**config.mk**
```make
export PLATFORM = sky130hd
export DESIGN_NAME = lru_page_replacement
export DESIGN_NICKNAME = d
export VERILOG_FILES = /design/src/design/lru_pkg.sv /design/src/design/lru_page_replacement.sv /design/src/design/lru_ctrl.sv /design/src/design/lru_dp.sv
export SDC_FILE = /design/constraint.sdc
export NUM_CORES = 1
export LEC_CHECK = 0
export BUFFER_PORTS_ARGS = -buffer_cell sky130_fd_sc_hd__buf_2
export CORE_MARGIN = 2
export CORE_UTILIZATION = 41
export CTS_CLUSTER_SIZE = 40
export DETAILED_ROUTE_END_ITERATION = 8
export HOLD_SLACK_MARGIN = 0.12
export PLACE_DENSITY = 0.62
export RECOVER_POWER = 50
export SYNTH_ARGS = -nofsm -noshare
export SYNTH_HDL_FRONTEND = slang
export SYNTH_SLANG_ARGS = --single-unit
```
**constraint.sdc**
```tcl
create_clock -name clk -period 10.9 [get_ports clk]
set_clock_uncertainty 0.2 [all_clocks]
set_input_delay 0.545 -clock clk [delete_from_list [all_inputs] [get_ports clk]]
set_output_delay 0.545 -clock clk [all_outputs]
set_load 0.02 [all_outputs]
```
**src/design/lru_pkg.sv**
```systemverilog
`default_nettype none

package lru_pkg;

    localparam int MAX_FRAMES    = 16;
    localparam int PAGE_BITS     = 16;
    localparam int CFG_W         = 5;
    localparam int FRAME_INDEX_W = 4;
    localparam int TOTAL_W       = 32;

    // frame number and recency rank widths
    localparam int IDX_W  = (MAX_FRAMES > 1) ? $clog2(MAX_FRAMES) : 1;
    localparam int RANK_W = IDX_W;
    // scan counter can hold the frame count itself
    localparam int CNT_W  = $clog2(MAX_FRAMES + 1);

    localparam logic [CFG_W-1:0] FRAMES_RESET = CFG_W'(MAX_FRAMES);

    typedef struct packed {
        logic load;
        logic scan;
        logic update;
    } lru_cmd_t;

    typedef struct packed {
        logic scan_last;
    } lru_status_t;

endpackage

`default_nettype wire

```
**src/design/lru_page_replacement.sv**
```systemverilog
// LRU page replacement over a fully associative set of up to 16 frames.
//
// Input: drive page_number and pulse start; the beat is taken on a rising
// edge with start high and busy low. busy stays high while the reference
// is processed.
// Output: one result beat per reference, shown for exactly one cycle with
// result_valid high: hit, frame_index, evicted_valid, evicted_page and the
// saturating hit_total / fault_total. The receiver cannot stall; the beat
// is simply gone after that cycle, and the next reference may be started
// in that same cycle.
// Sequence: the scan state walks the frame table one entry per cycle over
// N frames, where N is the active frame count (frames_in_use clamped to
// 1..16), then the update state writes the table and the result beat is
// registered from it. A new reference is taken only once busy is low again.
// The scan tracks first match, first empty frame and the oldest frame.
// Config: cfg_valid/cfg_ready write frames_in_use; ready while idle.
// Reset (rst_n, async low): all frames empty, ranks and totals zero,
// frames_in_use = 16.
`default_nettype none

module lru_page_replacement
    import lru_pkg::*;
(
    input  wire logic                     clk,
    input  wire logic                     rst_n,
    input  wire logic                     start,
    output logic                          busy,
    input  wire logic [PAGE_BITS-1:0]     page_number,
    input  wire logic                     cfg_valid,
    output logic                          cfg_ready,
    input  wire logic [CFG_W-1:0]         cfg_data,
    output logic                          result_valid,
    output logic                          hit,
    output logic [FRAME_INDEX_W-1:0]      frame_index,
    output logic                          evicted_valid,
    output logic [PAGE_BITS-1:0]          evicted_page,
    output logic [TOTAL_W-1:0]            hit_total,
    output logic [TOTAL_W-1:0]            fault_total
);

    lru_cmd_t    cmd;
    lru_status_t status;

    // sequencer: idle -> scan (one frame per cycle) -> update
    lru_ctrl u_ctrl (
        .clk       (clk),
        .rst_n     (rst_n),
        .start     (start),
        .status    (status),
        .cmd       (cmd),
        .busy      (busy),
        .cfg_ready (cfg_ready)
    );

    // frame table, recency ranks, totals and result registers
    lru_dp u_dp (
        .clk           (clk),
        .rst_n         (rst_n),
        .cmd           (cmd),
        .status        (status),
        .cfg_we        (cfg_valid && cfg_ready),
        .cfg_data      (cfg_data),
        .page_number   (page_number),
        .result_valid  (result_valid),
        .hit           (hit),
        .frame_index   (frame_index),
        .evicted_valid (evicted_valid),
        .evicted_page  (evicted_page),
        .hit_total     (hit_total),
        .fault_total   (fault_total)
    );

endmodule

`default_nettype wire

```
**src/design/lru_ctrl.sv**
```systemverilog
`default_nettype none

module lru_ctrl
    import lru_pkg::*;
(
    input  wire logic        clk,
    input  wire logic        rst_n,
    input  wire logic        start,
    input  wire lru_status_t status,
    output lru_cmd_t         cmd,
    output logic             busy,
    output logic             cfg_ready
);

    localparam int ST_W = 2;
    localparam logic [ST_W-1:0] ST_IDLE   = 2'd0;
    localparam logic [ST_W-1:0] ST_SCAN   = 2'd1;
    localparam logic [ST_W-1:0] ST_UPDATE = 2'd2;

    logic [ST_W-1:0] state_reg;
    logic [ST_W-1:0] state_next;

    always_comb
    begin
        state_next = state_reg;
        unique case (state_reg)
            ST_IDLE:
            begin
                if (start)
                begin
                    state_next = ST_SCAN;
                end
            end
            ST_SCAN:
            begin
                if (status.scan_last)
                begin
                    state_next = ST_UPDATE;
                end
            end
            ST_UPDATE:
            begin
                state_next = ST_IDLE;
            end
            default:
            begin
                state_next = ST_IDLE;
            end
        endcase
    end

    always_ff @(posedge clk or negedge rst_n)
    begin
        if (!rst_n)
        begin
            state_reg <= ST_IDLE;
        end
        else
        begin
            state_reg <= state_next;
        end
    end

    assign cmd.load   = (state_reg == ST_IDLE) && start;
    assign cmd.scan   = (state_reg == ST_SCAN);
    assign cmd.update = (state_reg == ST_UPDATE);
    assign busy       = (state_reg != ST_IDLE);
    assign cfg_ready  = (state_reg == ST_IDLE);

endmodule

`default_nettype wire

```
**src/design/lru_dp.sv**
```systemverilog
`default_nettype none

module lru_dp
    import lru_pkg::*;
(
    input  wire logic                     clk,
    input  wire logic                     rst_n,
    input  wire lru_cmd_t                 cmd,
    output lru_status_t                   status,
    input  wire logic                     cfg_we,
    input  wire logic [CFG_W-1:0]         cfg_data,
    input  wire logic [PAGE_BITS-1:0]     page_number,
    output logic                          result_valid,
    output logic                          hit,
    output logic [FRAME_INDEX_W-1:0]      frame_index,
    output logic                          evicted_valid,
    output logic [PAGE_BITS-1:0]          evicted_page,
    output logic [TOTAL_W-1:0]            hit_total,
    output logic [TOTAL_W-1:0]            fault_total
);

    localparam logic [RANK_W-1:0]  RANK_OLDEST = RANK_W'(MAX_FRAMES - 1);
    localparam logic [CNT_W-1:0]   CNT_MAX     = CNT_W'(MAX_FRAMES);
    localparam logic [TOTAL_W-1:0] TOTAL_SAT   = '1;

    logic [CFG_W-1:0]     frames_in_use_reg;

    logic [PAGE_BITS-1:0] page_reg;
    logic [CNT_W-1:0]     scan_idx_reg, scan_idx_next;
    logic [CNT_W-1:0]     last_idx_reg, last_idx_next;
    logic                 found_reg, found_next;
    logic [IDX_W-1:0]     match_idx_reg, match_idx_next;
    logic                 empty_reg, empty_next;
    logic [IDX_W-1:0]     empty_idx_reg, empty_idx_next;
    logic [RANK_W-1:0]    oldest_rank_reg, oldest_rank_next;
    logic [IDX_W-1:0]     oldest_idx_reg, oldest_idx_next;
    logic [PAGE_BITS-1:0] oldest_page_reg, oldest_page_next;

    logic [PAGE_BITS-1:0] frame_page_reg [MAX_FRAMES];
    logic                 frame_valid_reg [MAX_FRAMES];
    logic [RANK_W-1:0]    rank_reg [MAX_FRAMES];
    logic [RANK_W-1:0]    rank_next [MAX_FRAMES];

    logic [TOTAL_W-1:0]   hit_total_reg, fault_total_reg;
    logic                 result_valid_reg;
    logic                 hit_reg;
    logic [FRAME_INDEX_W-1:0] frame_index_reg;
    logic                 evicted_valid_reg;
    logic [PAGE_BITS-1:0] evicted_page_reg;

    logic [CNT_W-1:0]     active_cnt;
    logic [IDX_W-1:0]     cur_idx;
    logic                 cur_valid;
    logic [PAGE_BITS-1:0] cur_page;
    logic [RANK_W-1:0]    cur_rank;
    logic [IDX_W-1:0]     sel_idx;
    logic [RANK_W-1:0]    limit;
    logic                 do_evict;

    // config register
    always_ff @(posedge clk or negedge rst_n)
    begin
        if (!rst_n)
        begin
            frames_in_use_reg <= FRAMES_RESET;
        end
        else if (cfg_we)
        begin
            frames_in_use_reg <= cfg_data;
        end
    end

    // zero acts as one, oversize clamps to the frame count
    always_comb
    begin
        priority if (frames_in_use_reg == '0)
        begin
            active_cnt = CNT_W'(1);
        end
        else if (32'(frames_in_use_reg) > MAX_FRAMES)
        begin
            active_cnt = CNT_MAX;
        end
        else
        begin
            active_cnt = CNT_W'(frames_in_use_reg);
        end
    end

    assign cur_idx   = scan_idx_reg[IDX_W-1:0];
    assign cur_valid = frame_valid_reg[cur_idx];
    assign cur_page  = frame_page_reg[cur_idx];
    assign cur_rank  = rank_reg[cur_idx];

    assign status.scan_last = (scan_idx_reg == last_idx_reg);

    // one frame per cycle: first match, first empty, oldest
    always_comb
    begin
        scan_idx_next    = scan_idx_reg;
        last_idx_next    = last_idx_reg;
        found_next       = found_reg;
        match_idx_next   = match_idx_reg;
        empty_next       = empty_reg;
        empty_idx_next   = empty_idx_reg;
        oldest_rank_next = oldest_rank_reg;
        oldest_idx_next  = oldest_idx_reg;
        oldest_page_next = oldest_page_reg;
        if (cmd.load)
        begin
            scan_idx_next = '0;
            last_idx_next = active_cnt - CNT_W'(1);
            found_next    = 1'b0;
            empty_next    = 1'b0;
        end
        else if (cmd.scan)
        begin
            scan_idx_next = scan_idx_reg + CNT_W'(1);
            if (!found_reg && cur_valid && (cur_page == page_reg))
            begin
                found_next     = 1'b1;
                match_idx_next = cur_idx;
            end
            if (!empty_reg && !cur_valid)
            begin
                empty_next     = 1'b1;
                empty_idx_next = cur_idx;
            end
            if ((scan_idx_reg == '0) || (cur_rank > oldest_rank_reg))
            begin
                oldest_rank_next = cur_rank;
                oldest_idx_next  = cur_idx;
                oldest_page_next = cur_page;
            end
        end
    end

    always_comb
    begin
        priority if (found_reg)
        begin
            sel_idx = match_idx_reg;
        end
        else if (empty_reg)
        begin
            sel_idx = empty_idx_reg;
        end
        else
        begin
            sel_idx = oldest_idx_reg;
        end
    end

    assign do_evict = !found_reg && !empty_reg;
    // touch ages frames younger than the hit frame; a fill ages all but the cap
    assign limit    = found_reg ? rank_reg[sel_idx] : RANK_OLDEST;

    always_comb
    begin
        for (int k = 0; k < MAX_FRAMES; k++)
        begin
            rank_next[k] = rank_reg[k];
            if (IDX_W'(k) == sel_idx)
            begin
                rank_next[k] = '0;
            end
            else if (frame_valid_reg[k] && (rank_reg[k] < limit))
            begin
                rank_next[k] = rank_reg[k] + RANK_W'(1);
            end
        end
    end

    always_ff @(posedge clk)
    begin
        page_reg         <= cmd.load ? page_number : page_reg;
        match_idx_reg    <= match_idx_next;
        empty_idx_reg    <= empty_idx_next;
        oldest_rank_reg  <= oldest_rank_next;
        oldest_idx_reg   <= oldest_idx_next;
        oldest_page_reg  <= oldest_page_next;
        last_idx_reg     <= last_idx_next;
        hit_reg          <= cmd.update ? found_reg : hit_reg;
        frame_index_reg  <= cmd.update ? FRAME_INDEX_W'(sel_idx) : frame_index_reg;
        evicted_valid_reg <= cmd.update ? do_evict : evicted_valid_reg;
        if (cmd.update)
        begin
            evicted_page_reg <= do_evict ? oldest_page_reg : '0;
            if (!found_reg)
            begin
                frame_page_reg[sel_idx] <= page_reg;
            end
        end
    end

    always_ff @(posedge clk or negedge rst_n)
    begin
        if (!rst_n)
        begin
            scan_idx_reg     <= '0;
            found_reg        <= 1'b0;
            empty_reg        <= 1'b0;
            hit_total_reg    <= '0;
            fault_total_reg  <= '0;
            result_valid_reg <= 1'b0;
            for (int k = 0; k < MAX_FRAMES; k++)
            begin
                frame_valid_reg[k] <= 1'b0;
                rank_reg[k]        <= '0;
            end
        end
        else
        begin
            scan_idx_reg     <= scan_idx_next;
            found_reg        <= found_next;
            empty_reg        <= empty_next;
            result_valid_reg <= cmd.update;
            if (cmd.update)
            begin
                for (int k = 0; k < MAX_FRAMES; k++)
                begin
                    rank_reg[k] <= rank_next[k];
                end
                if (found_reg)
                begin
                    if (hit_total_reg != TOTAL_SAT)
                    begin
                        hit_total_reg <= hit_total_reg + TOTAL_W'(1);
                    end
                end
                else
                begin
                    frame_valid_reg[sel_idx] <= 1'b1;
                    if (fault_total_reg != TOTAL_SAT)
                    begin
                        fault_total_reg <= fault_total_reg + TOTAL_W'(1);
                    end
                end
            end
        end
    end

    assign result_valid  = result_valid_reg;
    assign hit           = hit_reg;
    assign frame_index   = frame_index_reg;
    assign evicted_valid = evicted_valid_reg;
    assign evicted_page  = evicted_page_reg;
    assign hit_total     = hit_total_reg;
    assign fault_total   = fault_total_reg;

endmodule

`default_nettype wire

```
# == Word level (Yosys, flattened, before mapping) ==
# Memories as Yosys holds them, arrays and structs flattened.
# Cells that the tools add are included.
# word_totals
memories,1
ff_bits,234
output_inout_bits,89
inputBits,25
word_cells,259
mem_bits_rw,256
# mem_list
name,words,width,read_ports,rd_clocked_by_memory_dff,wr,line,text
u_dp.frame_page_reg,16,16,1,0,1,lru_dp.sv:39,logic [PAGE_BITS-1:0] frame_page_reg [MAX_FRAMES];
# classes
addsub,20
order_cmp,21
mux,62
eq_ne,23
n_reduce_logical,76
bitwise_logic,5
# ops
op,n
4-bit 2-to-1 mux,39
32-bit by 1-bit adder with 32-bit output (second input constant),2
4-bit by 1-bit adder with 4-bit output (second input constant),16
4-bit less-than comparator,16
32-bit inequality test (second input constant),2
2-bit AND reduction,20
2-bit nonzero test,20
4-bit binary-select mux with 4-bit select,2
4-bit equality test (first input constant),8
1-bit logical AND,23
5-bit 2-to-1 mux,4
16-bit equality test,1
3-bit by 4-bit equality test with 1-bit output (first input constant),4
16-bit bitwise OR,1
3-bit AND reduction,5
1-bit 2-to-1 mux,12
5-bit >= comparator (second input constant),2
5-bit logical NOT,2
4-bit inverter with 5-bit output,2
2-bit by 4-bit equality test with 1-bit output (first input constant),2
5-bit by 1-bit adder with 5-bit output (second input constant),1
5-bit equality test,1
5-bit > comparator (second input constant),1
5-bit by 1-bit less-than comparator with 1-bit output (second input constant),1
other kinds (16),20

# == Depth between registers and ports, before layout ==
# logic_depth
word_depth,11
ltp_mapped,16
mapped_depth_nobuf,14

# == Modules after synthesis ==
# Synthesis repeated with hierarchy kept, for this count alone.
# hier_totals
cells_unflattened,1593
hier_area_um2,23108.4
# modules_own_cells
module,area_each_um2,seq_area_each_um2,n_inst,cells_per_inst
lru_dp,23000.8,13869.6,1,1582
lru_ctrl,101.3,50.0,1,10
lru_page_replacement,6.3,0.0,1,1

# == Worst setup path before layout ==
# No wires, ideal clock.
# synth_path
path_type,register to register
from,register u_dp.scan_idx_reg[1]
to,"register u_dp.oldest_idx_reg[0], enable pin"
stages_incl_launch_ff,15
period_less_slack_ps,5400
required_time_ps,10287
setup_slack_ps,5500
arrival_ps,4787
path_buffers,5
setup_time_ps,413
cell_sequence,dfrtp_1 clkbuf_1 buf_1 clkbuf_1 clkbuf_1 buf_1 mux4_2 mux4_2 ha_1 nor2b_1 o21ai_0 nand2b_1 a21oi_1 a41o_1 a21oi_1
# synth_between
elab_chain_len,7
elab_cells_between_ends,8
classes_between,order compare: 1; mux: 3; bitwise: 1; reduce/logical: 3
# synth_rtl
element,line,text
from (decl),lru_dp.sv:29,"logic [CNT_W-1:0] scan_idx_reg, scan_idx_next;"
from (signal assigned),lru_dp.sv:214,scan_idx_reg <= scan_idx_next;
4-bit inverter with 5-bit output (implied by the code),lru_dp.sv:93,assign cur_rank = rank_reg[cur_idx];
4-bit binary-select mux with 4-bit select,lru_dp.sv:93,
4-bit 2-to-1 mux (implied by the code) (2 in a row),lru_dp.sv:93,
net u_dp.cur_rank[1],lru_dp.sv:55,logic [RANK_W-1:0] cur_rank;
4-bit > comparator,lru_dp.sv:129,if ((scan_idx_reg == '0) || (cur_rank > oldest_rank_reg))
1-bit logical OR,lru_dp.sv:129,
3-bit AND reduction (no source line),n/a,
to (signal assigned),lru_dp.sv:180,oldest_idx_reg <= oldest_idx_next;
to (decl),lru_dp.sv:36,"logic [IDX_W-1:0] oldest_idx_reg, oldest_idx_next;"
# The timed path passes the listed nets, and every way through them passes these cells. The select of a mux whose other input is x is not followed.
# A chain may end at the register's enable or synchronous reset.

# == Final worst setup path ==
# layout_path
from,register u_dp.scan_idx_reg[1]
to,"register u_dp.oldest_page_reg[13], enable pin"
# layout_between
elab_chain_len,7
elab_cells_between_ends,8
classes_between,order compare: 1; mux: 3; bitwise: 1; reduce/logical: 3
# layout_rtl
element,line,text
4-bit inverter with 5-bit output (implied by the code),lru_dp.sv:93,
4-bit binary-select mux with 4-bit select,lru_dp.sv:93,
4-bit 2-to-1 mux (implied by the code) (2 in a row),lru_dp.sv:93,
net u_dp.cur_rank[1],lru_dp.sv:55,
4-bit > comparator,lru_dp.sv:129,
1-bit logical OR,lru_dp.sv:129,
3-bit AND reduction (no source line),n/a,
to (signal assigned),lru_dp.sv:181,oldest_page_reg <= oldest_page_next;
to (decl),lru_dp.sv:37,"logic [PAGE_BITS-1:0] oldest_page_reg, oldest_page_next;"
# The timed path passes the listed nets, and every way through them passes these cells. The select of a mux whose other input is x is not followed.

==> results by group <==
Detailed routing
  • DR WL/cell: 23.6 um
  • 1st-pass router iterations: 5
  • Via count: 13900
  • Drt drc: 0
  • Via density: 5.91
  • Initial DRC count: 1307
  • Routed Antenna Nets: 0
  • Final wirelength: 55.7 mm

Finish
  • Share of cells above drive strength 1: 0.200
  • # nets final: 1700
  • Synthesis-to-finish area growth: 14.1%
  • Commonest non-fill, non-tap cell in the layout: edfxtp_1
  • Max FFs per register: 256
  • Fill count: 4600
  • Multi-input logic area: 0.00832 mm^2
  • Commonest cells after routing, fill and taps aside: 331 x edfxtp_1, 158 x dfrtp_1, 115 x mux4_2
  • Register area: 0.0139 mm^2

Critical path
  • Worst reg2reg endpoint: u_dp.oldest_page_reg[13]
  • Crit path max fanout: 62
  • Slowest stage delay, CP: 2930 ps
  • Crit path max-delay family: buffers and inverters
  • Arrival @ worst endpoint: 7720 ps
  • CP Data Required Time: 10910 ps
  • Critical path class: register to register
  • Reg2reg start: u_dp.scan_idx_reg[1]
  • R2R cell count: 10
  • Crit path launch type: register
  • Setup crit end kind: register
  • Flop2flop setup slack: 3190 ps
  • CP max stage cell: clkbuf_1
  • Ordered cell list for the critical path: clkbuf_1, mux4_2, mux4_2, ha_1, nor2b_1, o21ai_0, nand2b_1, a21oi_1, a41o_1, a21oi_4
  • Buffers plus inverters on the worst setup path: 1
  • Crit-path most repeated cell: mux4_2

Floorplan
  • # IOs: 114
  • Die area: 0.0569 mm^2
  • Initial Utilization: 0.417
  • Floorplan core area: 0.0541 mm^2
  • Die width: 239 um
  • Std cell rows: 85
  • Die extent in y: 239 um

Run status
  • Status: complete, but fails checks
  • Failing checks: max-capacitance violations, max-slew violations

CTS
  • Number of gates resized after CTS: 0
  • CTS tree: built
  • Clk slew on worst S/H paths: 60 ps
  • Hold_buf cts: 22
  • Clock Latency Late Sink: 620 ps
  • Num CTS Buffers: 50
  • Maximum clock path buffer count: 3
  • H-tree levels: 2
  • Clock Sink Count: 490
  • Root Buffer: clkbuf_16
  • Post-CTS setup buffers: 0

STA
  • Fin crit share: 0.708
  • WHS: 285 ps
  • Final setup fails: 0
  • Setup TNS: 0 ps
  • Worst-Margin Slew: 5520 ps
  • Hold Fails Final Rpt: 0
  • Slew Limit Fails: 364
  • RSZ-0062 raised after global routing: false
  • Rel. slew slack: -2.68
  • Final min period: 7710 ps
  • Max Clk Rate: 130 MHz

Yosys
  • Mapped Avg Cell Area: 15.2 um^2
  • Net Count, Synth: 1562
  • Distinct cells, synth: 70
  • Asr flop ratio synth: 0.324
  • Number of synthesized flops with an enable pin: 331
  • Primary FF master, synth: edfxtp_1
  • Yosys Warn Count: 0
  • Synthesized instance count: 1480
  • Synthesized area: 0.0226 mm^2
  • Sequential fraction of the synthesis area: 0.617
  • Synthesis-stage register bit count: 490

GRT
  • Number of global-route vias before repair: 13800
  • Largest net degree at the start of global routing: 100
  • GRT Total Usage: 0.198
  • Overflow after GRT: 0
  • Initial antenna violation count: 0
  • First-pass GRT wire length: 85.1 mm

Placement
  • Final GP Congestion: 0.872
  • Port Buffers: 113
  • Dpl hpwl: 34.3 mm

Power and ir drop
  • VDD IR max: 0.120 mV
  • Power per cell area: 212 mW/mm^2
  • Leakage: 9.38 nW

Run
  • Max Cap Violations: 8

Hold path
  • Tightest Hold Check Type: input port to register
  • Hold Path Cell Cnt: 3
  • Hold path start: start
  • WHS Endpoint: u_ctrl.state_reg[0]
## worst max-delay path by stage
stage | slack, ps | cells past startpoint | startpoint | endpoint
floorplan | 5500 | 14 | u_dp.scan_idx_reg[1] | u_dp.oldest_idx_reg[0]
global placement | 5800 | 8 | u_dp.scan_idx_reg[0] | u_dp.match_idx_reg[0]
detailed placement | 5670 | 8 | u_dp.scan_idx_reg[0] | u_dp.match_idx_reg[1]
CTS | 5630 | 8 | u_dp.scan_idx_reg[0] | u_dp.match_idx_reg[1]
global route | 2830 | 10 | u_dp.scan_idx_reg[1] | u_dp.oldest_page_reg[13]
finish | 3190 | 10 | u_dp.scan_idx_reg[1] | u_dp.oldest_page_reg[13]
## report_power, final
group / switching [mW] / leakage, nW / total [mW] / internal [mW]
clock network: 0.754 / 0.829 / 1.77 / 1.01
logic: 0.753 / 3.38 / 1.33 / 0.574
registers: 0.169 / 5.17 / 2.36 / 2.19
total: 1.68 / 9.38 / 5.45 / 3.78
## worst reg2reg max path, delay by kind of cell (launching register included)
family	cells	cell delay, ps
buffers and inverters	1	2930
flip-flops	1	1330
AO/OA/AOI/OAI	4	1290
multiplexers	2	1040
adder cells (fa/ha/maj)	1	310
AND/OR/NAND/NOR	2	200
## stage by stage
stage | power, mW | utilization | cells | instance area (um^2) | setup slack [ps]
2_1_floorplan | 3.28 | - | 1480 | 22600 | 5500
3_3_place_gp | 3.68 | 0.443 | 2240 | 24000 | 5800
3_5_place_dp | 3.70 | 0.443 | 2240 | 24000 | 5670
4_1_cts | 5.47 | 0.478 | 2355 | 25900 | 5630
5_1_grt | 5.69 | 0.475 | 2355 | 25700 | 2830
6_report | 5.45 | 0.475 | 2356 | 25700 | 3190
## cells in the mapped netlist, drive strengths merged (3+ instances only)
cell,n,area (um^2)
a211oi,5,55.1
a21oi,41,318
a22o,16,140
a31o,27,236
a32o,27,270
and2,24,150
and3,21,131
and4,8,70.1
buf,22,130
clkbuf,48,183
dfrtp,158,3950
edfxtp,331,9940
ha,57,713
inv,24,95.1
maj3,14,151
mux2,25,285
mux2i,6,60.1
mux4,115,2590
nand2,103,387
nand2b,23,144
nand3,49,245
nand4,33,206
nor2,58,218
nor2b,6,37.5
nor3,37,185
nor4,7,43.8
o211a,3,30.0
o211ai,10,75.1
o21a,6,46.3
o21ai,33,176
o41ai,14,190
or2,17,106
xnor2,59,517
xor2,26,228
## cell type report
class / count / area share
Tap cell: 696 / 0.0338
Clock buffer: 58 / 0.0506
Multi-Input combinational cell: 895 / 0.323
Inverter: 25 / 0.00384
Timing Repair Buffer: 156 / 0.0314
Clock inverter: 35 / 0.0161
Antenna cell: 1 / 0.0000973
Sequential cell: 490 / 0.541
## kinds of logic after synthesis
kind of cell / count (synthesis) / synth area share
flip-flops: 490 / 0.617
AND/OR/NAND/NOR: 392 / 0.0877
AO/OA/AOI/OAI: 201 / 0.0753
multiplexers: 146 / 0.130
buffers and inverters: 95 / 0.0183
XOR/XNOR: 85 / 0.0330
adder cells (fa/ha/maj): 71 / 0.0383
## routing by layer
metal / vias up / GRT usage / wire length (um)
met5: - / 0 / 0
li1: 6084 / - / -
met2: 456 / 0.319 / 27000
met4: 0 / 0.0559 / 1360
met3: 96 / 0.0403 / 3700
met1: 7282 / 0.274 / 23700
Power figures use the tool's default switching activity.
